--- config.mk ---
export PLATFORM = sky130hd
export DESIGN_NAME = remote_frame_receiver_top
export DESIGN_NICKNAME = d
export VERILOG_FILES = /design/src/hdl/rfr_pkg.sv /design/src/hdl/rfr_csr.sv /design/src/hdl/rfr_framer.sv /design/src/hdl/rfr_hold.sv /design/src/hdl/remote_frame_receiver_top.sv
export SDC_FILE = /design/constraint.sdc
export NUM_CORES = 1
export LEC_CHECK = 0
export BUFFER_PORTS_ARGS = -buffer_cell sky130_fd_sc_hd__buf_2
export CORE_MARGIN = 5
export CORE_UTILIZATION = 40
export CTS_CLUSTER_DIAMETER = 150
export CTS_CLUSTER_SIZE = 12
export DETAILED_ROUTE_END_ITERATION = 8
export PLACE_DENSITY = 0.66
export SLEW_MARGIN = 5
export SYNTH_ARGS = -nofsm -noshare
export SYNTH_HDL_FRONTEND = slang
export SYNTH_SLANG_ARGS = --single-unit
export TNS_END_PERCENT = 10
--- constraint.sdc ---
create_clock -name clock -period 10.82 [get_ports clock]
set_input_delay 1.082 -clock clock [delete_from_list [all_inputs] [get_ports clock]]
set_output_delay 1.082 -clock clock [all_outputs]
set_load 0.01 [all_outputs]
--- src/hdl/rfr_pkg.sv ---
`default_nettype none
package rfr_pkg;

   // frame geometry
   localparam int SHORT_FRAME_LEN = 10;
   localparam int LONG_FRAME_LEN  = 32;
   localparam int INDEX_W         = 6;
   localparam int HEAD_BYTES      = 8;
   localparam int STICK_W         = 48;

   localparam logic [INDEX_W-1:0] SHORT_LAST = INDEX_W'(SHORT_FRAME_LEN - 1);
   localparam logic [INDEX_W-1:0] LONG_LAST  = INDEX_W'(LONG_FRAME_LEN - 1);

   localparam logic [7:0] SYNC_BYTE = 8'h55;

   // control register map (word index)
   localparam logic REG_SHORT_FRAMES = 1'b0;

   // frame status codes
   localparam logic [1:0] STATUS_CONTROL  = 2'd0;
   localparam logic [1:0] STATUS_COMMAND  = 2'd1;
   localparam logic [1:0] STATUS_LONG     = 2'd2;
   localparam logic [1:0] STATUS_MISMATCH = 2'd3;

   // sd command codes
   localparam logic [2:0] SD_NONE       = 3'd0;
   localparam logic [2:0] SD_INFO_QUERY = 3'd1;
   localparam logic [2:0] SD_INFO_UP    = 3'd2;
   localparam logic [2:0] SD_INFO_MIN   = 3'd3;
   localparam logic [2:0] SD_DATA_QUERY = 3'd4;
   localparam logic [2:0] SD_RECORD     = 3'd5;
   localparam logic [2:0] SD_SEND       = 3'd6;

   // bit in byte 1 that marks a command frame
   localparam int CMD_FLAG_BIT = 6;

   // end of frame event from the framer
   typedef struct packed {
      logic               done;
      logic               match;
      logic               short_mode;
      logic [7:0]         byte1;
      logic [7:0]         byte2;
      logic [STICK_W-1:0] sticks;
   } frame_event_type;

   // one result item
   typedef struct packed {
      logic [1:0]         frame_status;
      logic [2:0]         sd_command;
      logic [1:0]         rocker_keys;
      logic [3:0]         dial_bits;
      logic [7:0]         pad_buttons;
      logic [STICK_W-1:0] stick_bytes;
   } result_type;

endpackage
`default_nettype wire

--- src/hdl/rfr_csr.sv ---
`default_nettype none
module rfr_csr (
   input  wire logic        clock,
   input  wire logic        reset,
   input  wire logic        csr_psel,
   input  wire logic        csr_penable,
   input  wire logic        csr_pwrite,
   input  wire logic [2:0]  csr_paddr,
   input  wire logic [31:0] csr_pwdata,
   output logic [31:0]      csr_prdata,
   output logic             csr_pready,
   output logic             short_frames
);

   logic short_frames_ff;
   logic short_frames_in;
   logic wr_en;

   // register write on the access phase
   assign wr_en = csr_psel && csr_penable && csr_pwrite &&
                  (csr_paddr[2] == rfr_pkg::REG_SHORT_FRAMES);

   always_comb begin
      short_frames_in = short_frames_ff;
      if (wr_en) begin
         short_frames_in = csr_pwdata[0];
      end
   end

   always_ff @(posedge clock) begin
      if (reset) begin
         short_frames_ff <= 1'b1;
      end else begin
         short_frames_ff <= short_frames_in;
      end
   end

   // read back
   always_comb begin
      csr_prdata = 32'd0;
      if (csr_paddr[2] == rfr_pkg::REG_SHORT_FRAMES) begin
         csr_prdata = {31'd0, short_frames_ff};
      end
   end

   assign csr_pready   = 1'b1;
   assign short_frames = short_frames_ff;

endmodule
`default_nettype wire

--- src/hdl/rfr_framer.sv ---
`default_nettype none
module rfr_framer (
   input  wire logic       clock,
   input  wire logic       reset,
   input  wire logic       step,
   input  wire logic [7:0] rx_byte,
   input  wire logic       short_frames,
   output rfr_pkg::frame_event_type frame_event
);

   logic [rfr_pkg::INDEX_W-1:0] index_ff;
   logic [rfr_pkg::INDEX_W-1:0] index_in;
   logic [7:0]                  sum_ff;
   logic [7:0]                  sum_in;
   logic [7:0]                  head_ff [rfr_pkg::HEAD_BYTES];
   logic [rfr_pkg::INDEX_W-1:0] last;
   logic                        in_body;
   logic                        at_end;

   assign last = short_frames ? rfr_pkg::SHORT_LAST : rfr_pkg::LONG_LAST;

   // position tracking and running sum
   always_comb begin
      index_in = index_ff;
      sum_in   = sum_ff;
      in_body  = 1'b0;
      at_end   = 1'b0;
      if (index_ff == '0) begin
         if (rx_byte == rfr_pkg::SYNC_BYTE) begin
            sum_in   = rx_byte;
            index_in = rfr_pkg::INDEX_W'(1);
         end
      end else if (index_ff < last) begin
         in_body  = 1'b1;
         sum_in   = sum_ff + rx_byte;
         index_in = index_ff + rfr_pkg::INDEX_W'(1);
      end else begin
         // checksum byte, or past it after a mode change
         at_end   = (index_ff == last);
         index_in = '0;
         sum_in   = 8'd0;
      end
   end

   always_ff @(posedge clock) begin
      if (reset) begin
         index_ff <= '0;
         sum_ff   <= 8'd0;
      end else if (step) begin
         index_ff <= index_in;
         sum_ff   <= sum_in;
      end
   end

   // frame bytes 1 to 8, each in a slot of its own
   always_ff @(posedge clock) begin
      for (int k = 0; k < rfr_pkg::HEAD_BYTES; k++) begin
         if (step && in_body && (index_ff == rfr_pkg::INDEX_W'(k + 1))) begin
            head_ff[k] <= rx_byte;
         end
      end
   end

   // end of frame report
   always_comb begin
      frame_event.done       = at_end;
      frame_event.match      = (rx_byte == sum_ff);
      frame_event.short_mode = short_frames;
      frame_event.byte1      = head_ff[0];
      frame_event.byte2      = head_ff[1];
      frame_event.sticks     = {head_ff[7], head_ff[6], head_ff[5],
                                head_ff[4], head_ff[3], head_ff[2]};
   end

endmodule
`default_nettype wire

--- src/hdl/rfr_hold.sv ---
`default_nettype none
module rfr_hold (
   input  wire logic                    clock,
   input  wire logic                    reset,
   input  wire logic                    step,
   input  wire rfr_pkg::frame_event_type frame_event,
   output rfr_pkg::result_type          result
);

   logic [2:0]  cmd_ff;
   logic [2:0]  cmd_in;
   logic [61:0] ctrl_ff;
   logic [61:0] ctrl_in;
   logic [1:0]  status;
   logic        good_short;

   assign good_short = frame_event.match && frame_event.short_mode;

   // decode a good short frame into command or control values
   always_comb begin
      cmd_in  = cmd_ff;
      ctrl_in = ctrl_ff;
      status  = rfr_pkg::STATUS_MISMATCH;
      if (good_short) begin
         if (frame_event.byte1[rfr_pkg::CMD_FLAG_BIT]) begin
            status = rfr_pkg::STATUS_COMMAND;
            if ((frame_event.byte2 >= {5'd0, rfr_pkg::SD_INFO_QUERY}) &&
                (frame_event.byte2 <= {5'd0, rfr_pkg::SD_SEND})) begin
               cmd_in = frame_event.byte2[2:0];
            end else begin
               cmd_in = rfr_pkg::SD_NONE;
            end
         end else begin
            status  = rfr_pkg::STATUS_CONTROL;
            ctrl_in = {frame_event.byte1[5:4], frame_event.byte1[3:0],
                       frame_event.byte2, frame_event.sticks};
         end
      end else if (frame_event.match) begin
         status = rfr_pkg::STATUS_LONG;
      end
   end

   always_ff @(posedge clock) begin
      if (reset) begin
         cmd_ff  <= rfr_pkg::SD_NONE;
         ctrl_ff <= 62'd0;
      end else if (step && frame_event.done) begin
         cmd_ff  <= cmd_in;
         ctrl_ff <= ctrl_in;
      end
   end

   // result fields carry the values as updated by this frame
   always_comb begin
      result.frame_status = status;
      result.sd_command   = cmd_in;
      result.rocker_keys  = ctrl_in[61:60];
      result.dial_bits    = ctrl_in[59:56];
      result.pad_buttons  = ctrl_in[55:48];
      result.stick_bytes  = ctrl_in[47:0];
   end

endmodule
`default_nettype wire

--- src/hdl/remote_frame_receiver_top.sv ---
// Remote frame receiver.
// Input channel (req_): one received radio byte per transfer. The block hunts
// for the sync byte 0x55, collects a frame of 10 bytes (short mode) or 32
// bytes (long mode) and checks the last byte against the 8-bit sum of the
// bytes before it. Good short frames are decoded into an sd command or into
// control values (rocker keys, dial bits, pad buttons, stick bytes), which
// are held between frames.
// Result channel (rsp_): one transfer at each frame end with the status and
// the held values; other bytes give no result.
// Control port (csr_): register 0 bit 0 selects short frames (reset 1). Write
// it only while no byte is in flight.
// Path: a byte accepted into the input register passes the decode into the
// result register and so onto rsp_. Throughput: one byte per cycle while no
// result is stalled, since the whole decode is one combinational pass between
// the input register and the result register.
// A stalled result holds; the input register still takes one more byte, and
// req_stall rises only when both registers are full and rsp_stall is high.
// Reset (synchronous) clears the frame position, running sum, held values
// and both valid flags, and sets short mode.
`default_nettype none
module remote_frame_receiver_top (
   input  wire logic        clock,
   input  wire logic        reset,
   input  wire logic        req_valid,
   output logic             req_stall,
   input  wire logic [7:0]  req_rx_byte,
   output logic             rsp_valid,
   input  wire logic        rsp_stall,
   output logic [1:0]       rsp_frame_status,
   output logic [2:0]       rsp_sd_command,
   output logic [1:0]       rsp_rocker_keys,
   output logic [3:0]       rsp_dial_bits,
   output logic [7:0]       rsp_pad_buttons,
   output logic [47:0]      rsp_stick_bytes,
   input  wire logic        csr_psel,
   input  wire logic        csr_penable,
   input  wire logic        csr_pwrite,
   input  wire logic [2:0]  csr_paddr,
   input  wire logic [31:0] csr_pwdata,
   output logic [31:0]      csr_prdata,
   output logic             csr_pready
);

   logic                      short_frames;
   logic                      in_valid_ff;
   logic                      in_valid_in;
   logic [7:0]                in_byte_ff;
   logic                      out_valid_ff;
   logic                      out_valid_in;
   rfr_pkg::result_type       out_ff;
   rfr_pkg::result_type       result;
   rfr_pkg::frame_event_type  frame_event;
   logic                      req_take;
   logic                      advance;

   // control register
   rfr_csr u_csr (
      .clock        (clock),
      .reset        (reset),
      .csr_psel     (csr_psel),
      .csr_penable  (csr_penable),
      .csr_pwrite   (csr_pwrite),
      .csr_paddr    (csr_paddr),
      .csr_pwdata   (csr_pwdata),
      .csr_prdata   (csr_prdata),
      .csr_pready   (csr_pready),
      .short_frames (short_frames)
   );

   // pipeline flow control
   assign advance   = in_valid_ff && (!out_valid_ff || !rsp_stall);
   assign req_stall = in_valid_ff && !advance;
   assign req_take  = req_valid && !req_stall;

   always_comb begin
      in_valid_in = in_valid_ff;
      if (req_take) begin
         in_valid_in = 1'b1;
      end else if (advance) begin
         in_valid_in = 1'b0;
      end
   end

   always_comb begin
      out_valid_in = out_valid_ff;
      if (advance) begin
         out_valid_in = frame_event.done;
      end else if (!rsp_stall) begin
         out_valid_in = 1'b0;
      end
   end

   always_ff @(posedge clock) begin
      if (reset) begin
         in_valid_ff  <= 1'b0;
         out_valid_ff <= 1'b0;
      end else begin
         in_valid_ff  <= in_valid_in;
         out_valid_ff <= out_valid_in;
      end
   end

   // input register
   always_ff @(posedge clock) begin
      if (req_take) begin
         in_byte_ff <= req_rx_byte;
      end
   end

   // frame collection
   rfr_framer u_framer (
      .clock        (clock),
      .reset        (reset),
      .step         (advance),
      .rx_byte      (in_byte_ff),
      .short_frames (short_frames),
      .frame_event  (frame_event)
   );

   // decode and held values
   rfr_hold u_hold (
      .clock       (clock),
      .reset       (reset),
      .step        (advance),
      .frame_event (frame_event),
      .result      (result)
   );

   // result register
   always_ff @(posedge clock) begin
      if (advance && frame_event.done) begin
         out_ff <= result;
      end
   end

   assign rsp_valid        = out_valid_ff;
   assign rsp_frame_status = out_ff.frame_status;
   assign rsp_sd_command   = out_ff.sd_command;
   assign rsp_rocker_keys  = out_ff.rocker_keys;
   assign rsp_dial_bits    = out_ff.dial_bits;
   assign rsp_pad_buttons  = out_ff.pad_buttons;
   assign rsp_stick_bytes  = out_ff.stick_bytes;

   // a new result only follows a processed byte
   a_rsp_from_advance : assert property (@(posedge clock) disable iff (reset)
      $rose(rsp_valid) |-> $past(advance))
      else $error("result appeared without a processed byte");

   // result fields change only when a byte is processed
   a_rsp_stable : assert property (@(posedge clock) disable iff (reset)
      !advance |=> ($stable(rsp_frame_status) && $stable(rsp_stick_bytes) &&
                    $stable(rsp_sd_command)))
      else $error("result fields changed without a processed byte");

   // a full pipeline against a stalled receiver pushes back
   a_full_stall : assert property (@(posedge clock) disable iff (reset)
      (rsp_valid && rsp_stall && in_valid_ff) |-> req_stall)
      else $error("input taken while both registers are full");

endmodule
`default_nettype wire
======== After elaboration in Yosys (flattened, before gate mapping) ========
Memories as Yosys holds them, arrays and structs flattened.
Cells that the tools add are included.
cells by class
  add/sub/neg operators ................... 2
  multipliers ............................. 0
  div/mod/pow operators ................... 0
  magnitude comparators ................... 3
  equal/unequal tests ..................... 13
  shift operators ......................... 0
  muxes and demuxes ....................... 61
  bitwise operators ....................... 1
  reduce and logical (&&, ||, !) cells .... 33
operators with widths
  cell                   count
  $mux W62               2
  $mux W8                10
  $reduce_or A8 Y1       7
  $mux W1                34
  $mux W3                10
  $eq A6 B3 Y1 const B   4
  $logic_and A1 B1 Y1    18
  $mux W6                3
  $eq A6 B2 Y1 const B   2
  $add A8 B8 Y8          1
  $eq A8 B7 Y1 const B   1
  $eq A8 B8 Y1           1
  $ge A8 B1 Y1 const B   1
  $le A8 B3 Y1 const B   1
  $add A6 B1 Y6 const B  1
  $eq A6 B1 Y1 const B   1
  $eq A6 B4 Y1 const B   1
  $eq A6 B6 Y1           1
  $logic_not A6 Y1       1
  $lt A6 B6 Y1           1
  $mux W5                1
  $logic_not A1 Y1       4
  $mux W2                1
  $ne A2 B1 Y1 const B   1
  other kinds (5)        5
storage, ports and cells
  bits in registers ....................... 157
  bits in latches ......................... 0
  RAM bits ................................ 64
  bits in read-only memories .............. 0
  input port bits ......................... 50
  output and inout bits ................... 102
  word-level logic and storage cells ...... 128
  memories kept ........................... 1
memory list
  memory            words  width  rd ports  clocked after memory_dff  write ports  line              text
  u_framer.head_ff  8      8      8         0                         1            rfr_framer.sv:15  logic [7:0] head_ff [rfr_pkg::HEAD_BYTES];

======== Depth between registers and ports, before layout ========
Gate-level depths: netlist of run 1.
  depth after elaboration ................. 16
  gate-level depth with buffers ........... 9
  depth with buffers taken out ............ 8

======== By module ========
From an unflattened synthesis of run 1, not the netlist that was laid out.
second synthesis, totals
  cell total of the unflattened synthesis .. 696
  area total of the unflattened synthesis .. 9,519.1 um^2
modules (own cells, without submodules)
  module                     instances  cells each  area an instance (um^2)  seq. area each (um^2)
  rfr_hold                   1          367         3,749.8                  1,301.2
  rfr_framer                 1          202         3,108.0                  2,202.1
  remote_frame_receiver_top  1          87          2,346.0                  2,292.2
  rfr_csr                    1          40          315.3                    20.0

======== Worst setup path before layout of run 1 ========
OpenSTA, ideal clock, no wires.
  kind .................................... input-to-reg
  from .................................... in rsp_stall
  to ...................................... reg u_hold.ctrl_ff[10]
  setup time .............................. 0.132 ns
  data arrival time ....................... 3.955 ns
  data required time ...................... 10.688 ns
  slack ................................... 6.733 ns
  stages on the path ...................... 8
  buffers on the path ..................... 1
  path through ............................ a21bo_2 a31o_4 or2_4 inv_1 nand2_1 clkbuf_1 nand2_1 a21oi_1
between the ends
  longest elaborated chain between the ends .. 4
RTL lines
  what                  line                             text
  from (decl)           remote_frame_receiver_top.sv:28  input wire logic rsp_stall,
  $logic_not A1 Y1      --
  $logic_or A1 B1 Y1    remote_frame_receiver_top.sv:71  assign advance = in_valid_ff && (!out_valid_ff || !rsp_stall);
  $logic_and A1 B1 Y1   remote_frame_receiver_top.sv:71
  $logic_and A1 B1 Y1   rfr_hold.sv:47                   end else if (step && frame_event.done) begin
  to (signal assigned)  rfr_hold.sv:49                   ctrl_ff <= ctrl_in;
  to (decl)             rfr_hold.sv:12                   logic [61:0] ctrl_ff;
No other way between the ends.
A chain may end at the register's enable or synchronous reset.

======== Final worst setup path of run 1 ========
  from .................................... reg in_byte_ff[1]
  to ...................................... reg u_hold.ctrl_ff[54]
between the ends
  longest elaborated chain between the ends .. 3
RTL lines
  what                    line                              text
  from (decl)             remote_frame_receiver_top.sv:47   logic [7:0] in_byte_ff;
  from (signal assigned)  remote_frame_receiver_top.sv:106  in_byte_ff <= req_rx_byte;
  $eq A8 B8 Y1            rfr_framer.sv:67                  frame_event.match = (rx_byte == sum_ff);
  $logic_and A1 B1 Y1     rfr_hold.sv:17                    assign good_short = frame_event.match && frame_event.short_mode;
  $mux W62                rfr_hold.sv:24                    if (good_short) begin
No other way between the ends.

==> impl_results.rst, run 1 <==
.. list-table::
   :header-rows: 1

   * - Metric
     - Value
   * - Worst slew margin relative to its limit
     - 35.1%
   * - Initial core utilization
     - 40.4%
   * - # setup viols final
     - 0
   * - Crit path max-delay family
     - simple AND/OR/NAND/NOR gates
   * - Total buffers and inverters traversed by the critical path
     - 2
   * - Root buffer selected by CTS
     - clkbuf_16
   * - Die height
     - 158 um
   * - Async set or reset register ratio after synthesis
     - 0%
   * - Most frequent cell on the critical path
     - buf_4
   * - Global route total overflow
     - 0
   * - Clock-pin slew of the registers on the worst-case setup and hold paths
     - 0.06 ns
   * - Synthesis-stage register bit count
     - 220
   * - Routability congestion estimate
     - 0.833
   * - Number of buffers created by CTS
     - 22
   * - Number of buffers added for setup after CTS
     - 0
   * - Max H-tree Level
     - 1
   * - Buffer depth of the longest clock path
     - 3
   * - Run status
     - complete, no violations
   * - Multi-input gate area in the final layout
     - 2700 um2
   * - Internal Dissipation
     - 1.30 mW
   * - Part of the cycle the worst path needs
     - 33.1%
   * - Fraction of final layout cells sized beyond drive strength 1
     - 24.5%
   * - Proportion of power drawn by flip-flops and latches
     - 55.8%
   * - Area of the core region
     - 21800 um2
   * - Antenna cells
     - 0
   * - Final worst clock skew
     - 0.0138 ns
   * - Power density over the cells
     - 162 nW/um2
   * - Max IR drop VDD
     - 0.0863 mV
   * - Filler cell count
     - 1978
   * - Setup repair after global routing missed its margin
     - no
   * - Cell variety after synth
     - just under 50
   * - Horiz. Die Dim
     - around 160 um
   * - DRC marker count from the first detailed-route iteration
     - 262
   * - Storage cell area
     - 5790 um2
   * - Final Util
     - 45.9%
   * - Min-delay worst type
     - reg2reg
   * - Cell with the largest stage delay on the worst path
     - edfxtp_1
   * - Netlist area before placement
     - 8790 um2
   * - Data required time of the worst path
     - 11.14 ns
   * - Clock network fraction of total power
     - 42.5%
   * - Post-cts sizing count
     - 0
   * - Total of warnings raised by yosys
     - 0
   * - Final Hold Vio Count
     - 0
   * - Worst Path Arrival
     - 3.91 ns
   * - Aggregate routed wire length
     - 17500 um
   * - Cell leakage power
     - 3.85 nW
   * - Count of hold-fix buffers inserted at cts
     - 0
   * - Capturing element type of the critical path
     - flip-flop
   * - Number of top-level design ports
     - 152
   * - Fmax achieved
     - 279 MHz
   * - WHS
     - 0.452 ns
   * - Worst Tran Pin Value
     - ~0.97 ns
   * - Post-Syn Area per Cell
     - roughly 13 um2
   * - Switching pwr
     - 0.323 mW
   * - Combinational fraction of design power
     - under 10%
   * - Final period demand of the worst path
     - 3.58 ns
   * - Final Max Tran Viols
     - 0
   * - Worst-path cell chain
     - ha_1 -> nor3_1 -> nand4_4 -> nor2_4 -> buf_4 -> nand2_2 -> buf_4 -> nand2_1 -> a21oi_1
   * - Max FO, Critical Path
     - 62
   * - Max stage delay on crit path
     - between 0.7 and 0.8 ns
   * - Dominant register cell in the synthesized netlist
     - edfxtp_1
   * - Cell count after synthesis
     - about 690
   * - Most common cell after layout, fill and taps aside
     - edfxtp_1
   * - First-pass GRT wire length
     - approximately 28000 um
   * - Sequential cell area fraction in the yosys report
     - 65.8%
   * - Antenna violations before repair
     - 0
   * - Number of design rule violations left after detail routing
     - 0
   * - Number of enable-type register cells in the synthesized netlist
     - roughly 140
   * - Post-DR vias/cell
     - 4.87
   * - Area overhead of the layout relative to synthesis
     - 13.4%
   * - Max-cap viol count
     - 0
   * - Row count
     - 54
   * - Pin count of the biggest net entering global routing
     - between 80 and 90
   * - TritonCTS sink count
     - 220
   * - Post-detail-place hpwl
     - 10700 um
   * - Port Buffer Count
     - 86
   * - Minimum setup slack after placement
     - 7.19 ns
   * - Commonest cells after routing, fill and taps aside
     - edfxtp_1 (138), nand2_1 (131), buf_2 (86)
   * - Floorplan die area
     - ~25000 um2
   * - Vias in the first global route
     - 5105
   * - CTS tree
     - yes
   * - Critical path startpoint category
     - flip-flop
   * - DR pass1 iterations
     - 4
   * - Clock latency at the later pin of the worst-skew pair
     - a little under 0.5 ns
   * - Setup ws final
     - 7.24 ns
   * - Count of nets left with antenna violations after detail routing
     - 0
   * - Final layout net count
     - 838
   * - Class of the most critical setup path
     - reg2reg
   * - Setup tns final
     - 0 ns
   * - Net switching fraction of the power
     - 20.0%
   * - All-layer global routing usage
     - 13.9%
   * - Routed vias
     - 5203
   * - Final routed wire length divided by cell count
     - around 16 um
## worst paths after layout
check	startpoint	endpoint	slack, ns	cells past startpoint
worst max-delay path	in_byte_ff[1]$_DFFE_PP_	u_hold.ctrl_ff[54]$_SDFFE_PP0P_	7.24	9
worst min-delay path	u_hold.ctrl_ff[29]$_SDFFE_PP0P_	u_hold.ctrl_ff[29]$_SDFFE_PP0P_	0.45	2
worst max register to register	in_byte_ff[1]$_DFFE_PP_	u_hold.ctrl_ff[54]$_SDFFE_PP0P_	7.24	9
worst min register to register	u_hold.ctrl_ff[29]$_SDFFE_PP0P_	u_hold.ctrl_ff[29]$_SDFFE_PP0P_	0.45	2
## synthesized netlist by cell type, types with 2 or more instances
cell type  instances  area share [%]
a211oi_1           3            0.26
a21bo_2            2            0.23
a21o_1             3            0.26
a21oi_1           77             4.4
a22oi_1            4            0.34
a311oi_1           3            0.30
a41oi_1            2            0.20
and2_1             7            0.50
and3_1             7            0.50
buf_2              8            0.46
buf_4             32             2.7
buf_6              6            0.77
clkbuf_1          16            0.68
conb_1             2           0.085
dfxtp_1           82              19
edfxtp_1         138              47
ha_1              14             2.0
inv_1              5            0.21
mux2_2            66             8.5
mux2i_1            3            0.34
nand2_1          132             5.6
nand3_1            4            0.23
nand3b_1           3            0.26
nor2_1            21            0.90
nor2_2             2            0.14
nor2b_1            4            0.28
nor3_1            10            0.57
nor3b_1            2            0.17
nor4_1             2            0.14
nor4bb_1           2            0.23
o21ai_0            3            0.17
or2_0              2            0.14
or3_1              2            0.14
xnor2_1            5            0.50
## cells by family (layout without fill, tap and decap cells)
logic type,count (synthesis),after routing,share of synthesized area (%)
simple gates,209,209,11.0
compound gates,101,101,6.62
mux,69,69,8.79
flops,220,220,65.8
fa+ha+maj,15,15,2.22
xor+xnor,6,6,0.598
buf+inv,67,137,4.85
other cells,2,32,0.0854
## metal layers
layer | global-route usage (%) | up-vias | routed length (um)
met1 | 19.0 | 2481 | 7730
met2 | 23.5 | 145 | 8440
met3 | 1.96 | 18 | 1090
met4 | 3.25 | 0 | 259
li1 | - | 2559 | -
met5 | 0 | - | 0
## state kept, by name, summed over array words and instances (netlist names)
register            flops
rsp_frame_status        2
rsp_dial_bits           4
u_hold.cmd_ff           3
in_valid_ff             1
rsp_rocker_keys         2
u_csr.short_frames      1
u_hold.ctrl_ff         62
u_framer.sum_ff         8
rsp_valid               1
rsp_stick_bytes        48
in_byte_ff              8
rsp_sd_command          3
u_framer.index_ff       6
rsp_pad_buttons         8
u_framer.head_ff       63
## through the flow
stage	instance area, um2	power, mW	cells
2_1_floorplan	8910	0.942	719
3_3_place_gp	9330	0.949	1029
3_5_place_dp	9330	0.949	1029
4_1_cts	9980	1.64	1069
5_1_grt	9980	1.68	1069
6_report	9980	1.62	1069
## power groups by stage
stage,clock network (mW),registers (mW),logic [mW]
6_report,0.689,0.903,0.0269
4_1_cts,0.708,0.904,0.0267
3_5_place_dp,0,0.922,0.0268
5_1_grt,0.748,0.904,0.0297
2_1_floorplan,0,0.913,0.0285
3_3_place_gp,0,0.922,0.0265
## final cells by class
cell class	instances	area share, %
Clock buffer	39	6.37
Clock inverter	1	0.0878
Inverter	5	0.188
Tap cell	280	3.51
Multi-Input combinational cell	432	27.1
Timing Repair Buffer	92	4.77
Sequential cell	220	58.0
## tightest hold or removal path: cells and delay by family (launching register included)
family / cells / cell delay, ns
AOI/OAI and AO/OA: 1 / 0.05
DFF: 1 / 0.31
and+or+nand+nor: 1 / 0.05
Power figures use the tool's default switching activity.
==> run 2, diff against run 1 <==
--- a/config.mk
+++ b/config.mk
@@ -5,13 +5,14 @@
 export SDC_FILE = /design/constraint.sdc
 export NUM_CORES = 1
 export LEC_CHECK = 0
+export ABC_AREA = 1
 export BUFFER_PORTS_ARGS = -buffer_cell sky130_fd_sc_hd__buf_2
 export CORE_MARGIN = 5
 export CORE_UTILIZATION = 40
 export CTS_CLUSTER_DIAMETER = 150
 export CTS_CLUSTER_SIZE = 12
 export DETAILED_ROUTE_END_ITERATION = 8
-export PLACE_DENSITY = 0.66
+export PLACE_DENSITY = 0.65
 export SLEW_MARGIN = 5
 export SYNTH_ARGS = -nofsm -noshare
 export SYNTH_HDL_FRONTEND = slang
==> constraint.sdc (replaced) <==
create_clock -name clock -period 3.4 [get_ports clock]
set_input_delay 0.34 -clock clock [delete_from_list [all_inputs] [get_ports clock]]
set_output_delay 0.34 -clock clock [all_outputs]
set_load 0.01 [all_outputs]
==> run 2 against run 1 <==
First-iteration DRC count rose by 100%. Final cell count rose by 49%. Sequential power rose to 3.2 times the previous value. Non-clock buffer count rose by 27. Setup slack got worse by 6.3 ns. Utilization fell by 0.076 points. Register-to-register slack got worse by 6.3 ns. Global-route usage rose by 1.1 points. Critical path depth did not move. Area after synthesis rose by 15%. Count of clock-buffer cells in the layout fell by 1. Sequential cell count did not move.
==> impl_results.rst, run 2 <==
.. list-table::
   :header-rows: 1

   * - Metric
     - Value
   * - Run status
     - complete, no violations
   * - Vias in the first global route
     - 7131
   * - Max FO, Critical Path
     - 42
   * - Global route total overflow
     - 0
   * - Class of the most critical setup path
     - reg2reg
   * - Antenna cells
     - 0
   * - Number of buffers added for setup after CTS
     - 0
   * - Total buffers and inverters traversed by the critical path
     - 2
   * - Floorplan die area
     - ~29000 um2
   * - Fmax achieved
     - about 410 MHz
   * - Initial core utilization
     - 40.4%
   * - Max-cap viol count
     - 0
   * - Routed vias
     - between 7000 and 8000
   * - Synth area leader
     - edfxtp_1
   * - Final Hold Vio Count
     - 0
   * - Final period demand of the worst path
     - 2.45 ns
   * - Die height
     - 169 um
   * - Max IR drop VDD
     - 0.263 mV
   * - Commonest cells after routing, fill and taps aside
     - nand2_1 (373), inv_1 (161), edfxtp_1 (138)
   * - Power after layout
     - 5.18 mW
   * - Max stage delay on crit path
     - 0.40 ns
   * - Leading cell type by number of instances after synthesis
     - nand2_1
   * - Pin count of the biggest net entering global routing
     - 85
   * - Number of design rule violations left after detail routing
     - 0
   * - Met1 usage
     - 19.9%
   * - Buffer depth of the longest clock path
     - 3
   * - Largest register by flop count
     - u_framer.head_ff
   * - Cell with the largest stage delay on the worst path
     - edfxtp_1
   * - Final routed wire length divided by cell count
     - 13.7 um
   * - Cell leakage power
     - 5.00 nW
   * - Post-Syn Area per Cell
     - 8.73 um2
   * - WHS
     - roughly 0.065 ns
   * - DR pass1 iterations
     - 5
   * - Number of buffers created by CTS
     - 22
   * - First-pass GRT wire length
     - 35400 um
   * - Final layout net count
     - approximately 1300
   * - Sequential cell area fraction in the yosys report
     - 57.2%
   * - Row count
     - between 50 and 60
   * - Number of flip-flops under the largest register name
     - 63
   * - Synthesis-stage register bit count
     - 220
   * - Count of nets left with antenna violations after detail routing
     - 0
   * - Critical path startpoint category
     - flip-flop
   * - Horiz. Die Dim
     - around 170 um
   * - Aggregate routed wire length
     - 21800 um
   * - Post-Place Cell Area
     - 10700 um2
   * - Crit path max-delay family
     - simple AND/OR/NAND/NOR gates
   * - Met3 Use GR
     - 2.22%
   * - Filler cell count
     - 2362
   * - All-layer global routing usage
     - roughly 15%
   * - Min-delay worst type
     - in2reg
   * - Post-detail-place hpwl
     - 13500 um
   * - Most common cell after layout, fill and taps aside
     - nand2_1
   * - Number of enable-type register cells in the synthesized netlist
     - around 140
   * - Port Buffer Count
     - 86
   * - Final worst clock skew
     - 0.0158 ns
   * - Area of the core region
     - 25000 um2
   * - Total of warnings raised by yosys
     - 0
   * - Top cells by instance count after synthesis
     - nand2_1 (373), inv_1 (162), edfxtp_1 (138)
   * - Post-DR vias/cell
     - 4.76
   * - Clock-pin slew of the registers on the worst-case setup and hold paths
     - 0.06 ns
   * - Worst slew margin relative to its limit
     - 44.4%
   * - Synth area leaders
     - edfxtp_1 (41%), dfxtp_1 (16%), nand2_1 (14%)
   * - Root buffer selected by CTS
     - clkbuf_16
   * - Fraction of final layout cells sized beyond drive strength 1
     - 11.9%
   * - Number of top-level design ports
     - 152
   * - Dominant register cell in the synthesized netlist
     - edfxtp_1
   * - Routability congestion estimate
     - 0.833
   * - Global Route met2 Usage
     - 25.8%
   * - Setup tns final
     - 0 ns
   * - Worst Path Arrival
     - 2.80 ns
   * - Final Max Tran Viols
     - 0
   * - Power density over the cells
     - around 450 nW/um2
   * - Worst Tran Pin Value
     - 0.833 ns
   * - Post-route cell area
     - 11500 um2
   * - Antenna violations before repair
     - 0
   * - # setup viols final
     - 0
   * - Data required time of the worst path
     - 3.75 ns
   * - Most frequent cell on the critical path
     - nand2_1
   * - Setup repair after global routing missed its margin
     - no
   * - Area overhead of the layout relative to synthesis
     - 13.3%
   * - Cell count after synthesis
     - 1158
   * - TritonCTS sink count
     - 220
   * - Cell variety after synth
     - 31
   * - Capturing element type of the critical path
     - flip-flop
   * - CTS tree
     - yes
   * - DRC marker count from the first detailed-route iteration
     - 529
   * - Busiest metal layer after global routing
     - met2
   * - Worst-path cell chain
     - ha_1 -> nor2_1 -> nand2_1 -> nor2_2 -> nand3_2 -> inv_2 -> buf_12 -> nand2_1 -> nand2_1
   * - Async set or reset register ratio after synthesis
     - 0%
   * - Top cell type's share of synthesized area
     - roughly two fifths
   * - Max H-tree Level
     - 1
   * - Netlist area before placement
     - 10100 um2
   * - Part of the cycle the worst path needs
     - a little over 70%
   * - Clock latency at the later pin of the worst-skew pair
     - approximately 0.51 ns
run 2: changes by cell type in the layout (fill, tap and decap cells not counted), sizes merged, moves of 7 or more:
| cell | before | now |
|---|---|---|
| mux2 | 66 | 0 |
| nor2 | 23 | 33 |
| buf | 92 | 111 |
| nand2 | 132 | 375 |
| and3 | 7 | 0 |
| a21oi | 77 | 84 |
| o21ai | 3 | 72 |
| dlygate4sd3 | 0 | 8 |
| and2 | 7 | 0 |
| nand3 | 4 | 86 |
| inv | 6 | 167 |
run 2: worst reg2reg max path: stages, from the launching register on:
cell and delay, ns:
edfxtp_1 0.40, ha_1 0.40, nor2_1 0.14, nand2_1 0.07, nor2_2 0.22, nand3_2 0.16, inv_2 0.38, buf_12 0.30
nand2_1 0.11, nand2_1 0.12
run 2: timing repair:
action	in CTS	in global routing
hold buffers	6	2
gates resized for setup	0	0
endpoints found under the hold margin	6	2
run 2: layout make-up:
cell class                      count  area, um2  share of cell area, %
Multi-Input combinational cell    720       3250                   28.4
Timing Repair Buffer              119        748                   6.53
Sequential cell                   220       5790                   50.5
Inverter                          166        626                   5.46
Clock inverter                      2       25.0                  0.218
Clock buffer                       38        611                   5.33
Tap cell                          330        413                   3.60
run 2: kinds of logic (layout without fill, tap and decap cells):
family	count (synthesis)	after routing	synth area share, %
simple gates	510	510	20.7
buf+inv	248	325	11.8
flops	220	220	57.2
compound gates	158	158	7.91
fa+ha+maj	15	15	1.93
xor+xnor	5	5	0.433
other cells	2	32	0.0743
run 2: power breakdown:
part	switching (mW)	internal [mW]	total [mW]
Sequential	0.0108	2.83	2.85
Clock	0.978	1.22	2.20
Combinational	0.0961	0.0367	0.133
run 2: metal layers:
metal	vias up	part of all wire, %
met3	26	5.0
met1	3552	45
li1	3845	-
met5	-	0
met2	171	49
met4	0	1.6
run 2: worst paths after layout:
check | from | to | slack [ns] | cells after the start
hold reg to reg | rsp_valid$_SDFFE_PP0P_ | rsp_valid$_SDFFE_PP0P_ | 0.51 | 2
setup / recovery | in_byte_ff[3]$_DFFE_PP_ | rsp_stick_bytes[6]$_DFFE_PP_ | 0.95 | 9
hold / removal | csr_pwdata[0] | u_csr.short_frames$_SDFFE_PP1P_ | 0.06 | 3
setup reg to reg | in_byte_ff[3]$_DFFE_PP_ | rsp_stick_bytes[6]$_DFFE_PP_ | 0.95 | 9
run 2: per-stage QoR:
step	cells	setup slack (ns)	util, %
after detailed placement	1547	0.947	42.9
after CTS	1593	0.921	45.7
after global placement	1547	1.02	42.9
after global routing	1595	0.776	45.8
after floorplan	1188	1.02	-
final	1595	0.947	45.8
==> run 3, diff against run 2 <==
--- a/config.mk
+++ b/config.mk
@@ -5,14 +5,14 @@
 export SDC_FILE = /design/constraint.sdc
 export NUM_CORES = 1
 export LEC_CHECK = 0
-export ABC_AREA = 1
+export ABC_AREA = 0
 export BUFFER_PORTS_ARGS = -buffer_cell sky130_fd_sc_hd__buf_2
 export CORE_MARGIN = 5
 export CORE_UTILIZATION = 40
 export CTS_CLUSTER_DIAMETER = 150
 export CTS_CLUSTER_SIZE = 12
 export DETAILED_ROUTE_END_ITERATION = 8
-export PLACE_DENSITY = 0.65
+export PLACE_DENSITY = 0.68
 export SLEW_MARGIN = 5
 export SYNTH_ARGS = -nofsm -noshare
 export SYNTH_HDL_FRONTEND = slang
==> constraint.sdc (replaced) <==
create_clock -name clock -period 2.03 [get_ports clock]
set_input_delay 0.203 -clock clock [delete_from_list [all_inputs] [get_ports clock]]
set_output_delay 0.203 -clock clock [all_outputs]
set_load 0.01 [all_outputs]
==> run 3 against run 2 <==
Register-to-register slack worse by 1.3 ns. Final area up 1.0%. Largest power group unchanged. Routed wire length down 2.0%. Combinational power up 120%. The run now ends with negative setup slack left. Count of clock-buffer cells in the layout down 1.
==> impl_results.rst, run 3 (same netlist as run 1, synthesis figures left out) <==
.. list-table::
   :header-rows: 1

   * - Metric
     - Value
   * - Run status
     - finished with violations
   * - Failing checks
     - negative setup slack
   * - Met1 usage
     - 20.6%
   * - DRC marker count from the first detailed-route iteration
     - ~340
   * - Max FO, Critical Path
     - 23
   * - Cell leakage power
     - between 4 and 5 nW
   * - Aggregate routed wire length
     - 21400 um
   * - Floorplan die area
     - 25000 um2
   * - Final instance count without filler cells
     - around 1200
   * - Busiest metal layer after global routing
     - met2
   * - Root buffer selected by CTS
     - clkbuf_16
   * - Cell total after placement
     - 1088
   * - Final Max Tran Viols
     - 0
   * - Count of nets left with antenna violations after detail routing
     - 0
   * - Number of buffers created by CTS
     - 22
   * - Area of the core region
     - 21800 um2
   * - Setup ws final
     - -0.334 ns
   * - Max IR drop VDD
     - roughly 0.47 mV
   * - Class of the most critical setup path
     - reg2reg
   * - Global route total overflow
     - 0
   * - CTS tree
     - yes
   * - Antenna violations before repair
     - 0
   * - Initial core utilization
     - 40.4%
   * - Power after layout
     - 8.71 mW
   * - Final period demand of the worst path
     - 2.36 ns
   * - Fraction of final layout cells sized beyond drive strength 1
     - 40.7%
   * - TritonCTS sink count
     - 220
   * - Part of the cycle the worst path needs
     - 116%
   * - Area overhead of the layout relative to synthesis
     - 31.7%
   * - Routability congestion estimate
     - 0.849
   * - Length in cells of the worst reg-to-reg path
     - 7
   * - Buffer depth of the longest clock path
     - 3
   * - Clock latency at the later pin of the worst-skew pair
     - 0.51 ns
   * - Most common cell after layout, fill and taps aside
     - edfxtp_1
   * - Largest register by flop count
     - u_framer.head_ff
   * - Commonest cells after routing, fill and taps aside
     - edfxtp_1 (138), nand2_1 (114), buf_2 (86)
   * - Fmax achieved
     - 423 MHz
   * - First-pass GRT wire length
     - roughly 31000 um
   * - Critical path startpoint category
     - flip-flop
   * - Capturing element type of the critical path
     - flip-flop
   * - Worst Path Arrival
     - 2.62 ns
   * - Setup tns final
     - -42.30 ns
   * - Clock-pin slew of the registers on the worst-case setup and hold paths
     - 0.06 ns
   * - Max H-tree Level
     - 1
   * - Port Buffer Count
     - 86
   * - Final Hold Vio Count
     - 0
   * - Number of top-level design ports
     - 152
   * - RR Startpoint
     - in_byte_ff[4]$_DFFE_PP_
   * - Min-delay worst type
     - in2reg
   * - Post-DR vias/cell
     - around 5.1
   * - Met3 Use GR
     - 2.20%
   * - Number of flip-flops under the largest register name
     - 63
   * - Max-cap viol count
     - 0
   * - Worst setup path endpoint
     - rsp_stick_bytes[31]$_DFFE_PP_
   * - DR pass1 iterations
     - 4
   * - Post-detail-place hpwl
     - 12200 um
   * - R2R setup slack
     - -0.33 ns
   * - Data required time of the worst path
     - roughly 2.3 ns
   * - Pin count of the biggest net entering global routing
     - 71
   * - Worst r2r dst
     - rsp_stick_bytes[31]$_DFFE_PP_
   * - Routed vias
     - about 5900
   * - Antenna cells
     - 0
   * - Number of design rule violations left after detail routing
     - 0
   * - Horiz. Die Dim
     - approximately 160 um
   * - Minimum setup slack after placement
     - -0.340 ns
   * - Setup repair after global routing missed its margin
     - yes
   * - Vias in the first global route
     - 5691
   * - Global Route met2 Usage
     - 27.6%
   * - Row count
     - 54
   * - Startpoint of the tightest hold check path
     - csr_pwdata[0]
   * - Start point of the critical path
     - in_byte_ff[4]$_DFFE_PP_
   * - Power density over the cells
     - 752 nW/um2
   * - All-layer global routing usage
     - 15.9%
   * - Final layout net count
     - 925
   * - Final routed wire length divided by cell count
     - 18.5 um
   * - # setup viols final
     - around 200
   * - Die height
     - 158 um
   * - Final worst clock skew
     - 0.0214 ns
-- run 3: worst min path at each step --
stage	endpoint	slack, ns	cells after the start
after detailed placement	in_byte_ff[6]$_DFFE_PP_	0.38	1
after CTS	u_csr.short_frames$_SDFFE_PP1P_	0.01	4
after global routing	u_csr.short_frames$_SDFFE_PP1P_	0.03	4
after floorplan	in_byte_ff[0]$_DFFE_PP_	0.30	0
after global placement	in_byte_ff[6]$_DFFE_PP_	0.38	1
final	u_csr.short_frames$_SDFFE_PP1P_	0.03	4
-- run 3: critical path, stage by stage (launching register included) --
cell and delay [ns]:
edfxtp_1 0.43, ha_4 0.28, nor4_4 0.38, nand4_4 0.15, nor2_4 0.17, buf_4 0.14
buf_12 0.19, mux2_2 0.36
-- run 3: where the power goes --
group	internal, mW	switching [mW]	total [mW]
logic	0.103	0.184	0.287
clock network	2.04	1.62	3.66
registers	4.75	0.0153	4.76
total	6.89	1.82	8.71
-- run 3: per-stage QoR --
step	instance area, um2	utilization, %	hold WS (ns)
2_1_floorplan	9010	-	0.302
3_3_place_gp	9980	45.9	0.383
3_5_place_dp	9980	45.9	0.381
4_1_cts	11100	50.9	0.0128
5_1_grt	11600	53.2	0.0282
6_report	11600	53.2	0.0268
-- run 3: final cells by class --
type	instances	area (um2)
Tap cell	280	350
Inverter	5	22.5
Fill cell	1802	10200
Timing Repair Buffer	179	1560
Multi-Input combinational cell	432	3220
Clock buffer	37	607
Sequential cell	220	5800
Clock inverter	2	25.0
-- run 3: per-layer routing --
layer  up-vias  part of all wire [%]
met5         -                     0
met4         0                   3.1
met3        41                   5.5
met2       182                    51
met1      2914                    40
li1       2742                     -
-- run 3: repair_timing --
| action | 4_1_cts | 5_1_grt |
|---|---|---|
| hold endpoints to repair | 10 | 0 |
| gates resized for setup | 51 | 92 |
| setup endpoints to repair | 200 | 267 |
| pin swaps | 14 | 13 |
| cloned | 4 | 6 |
| buffers inserted | 6 | 2 |
| hold buffers | 10 | 0 |
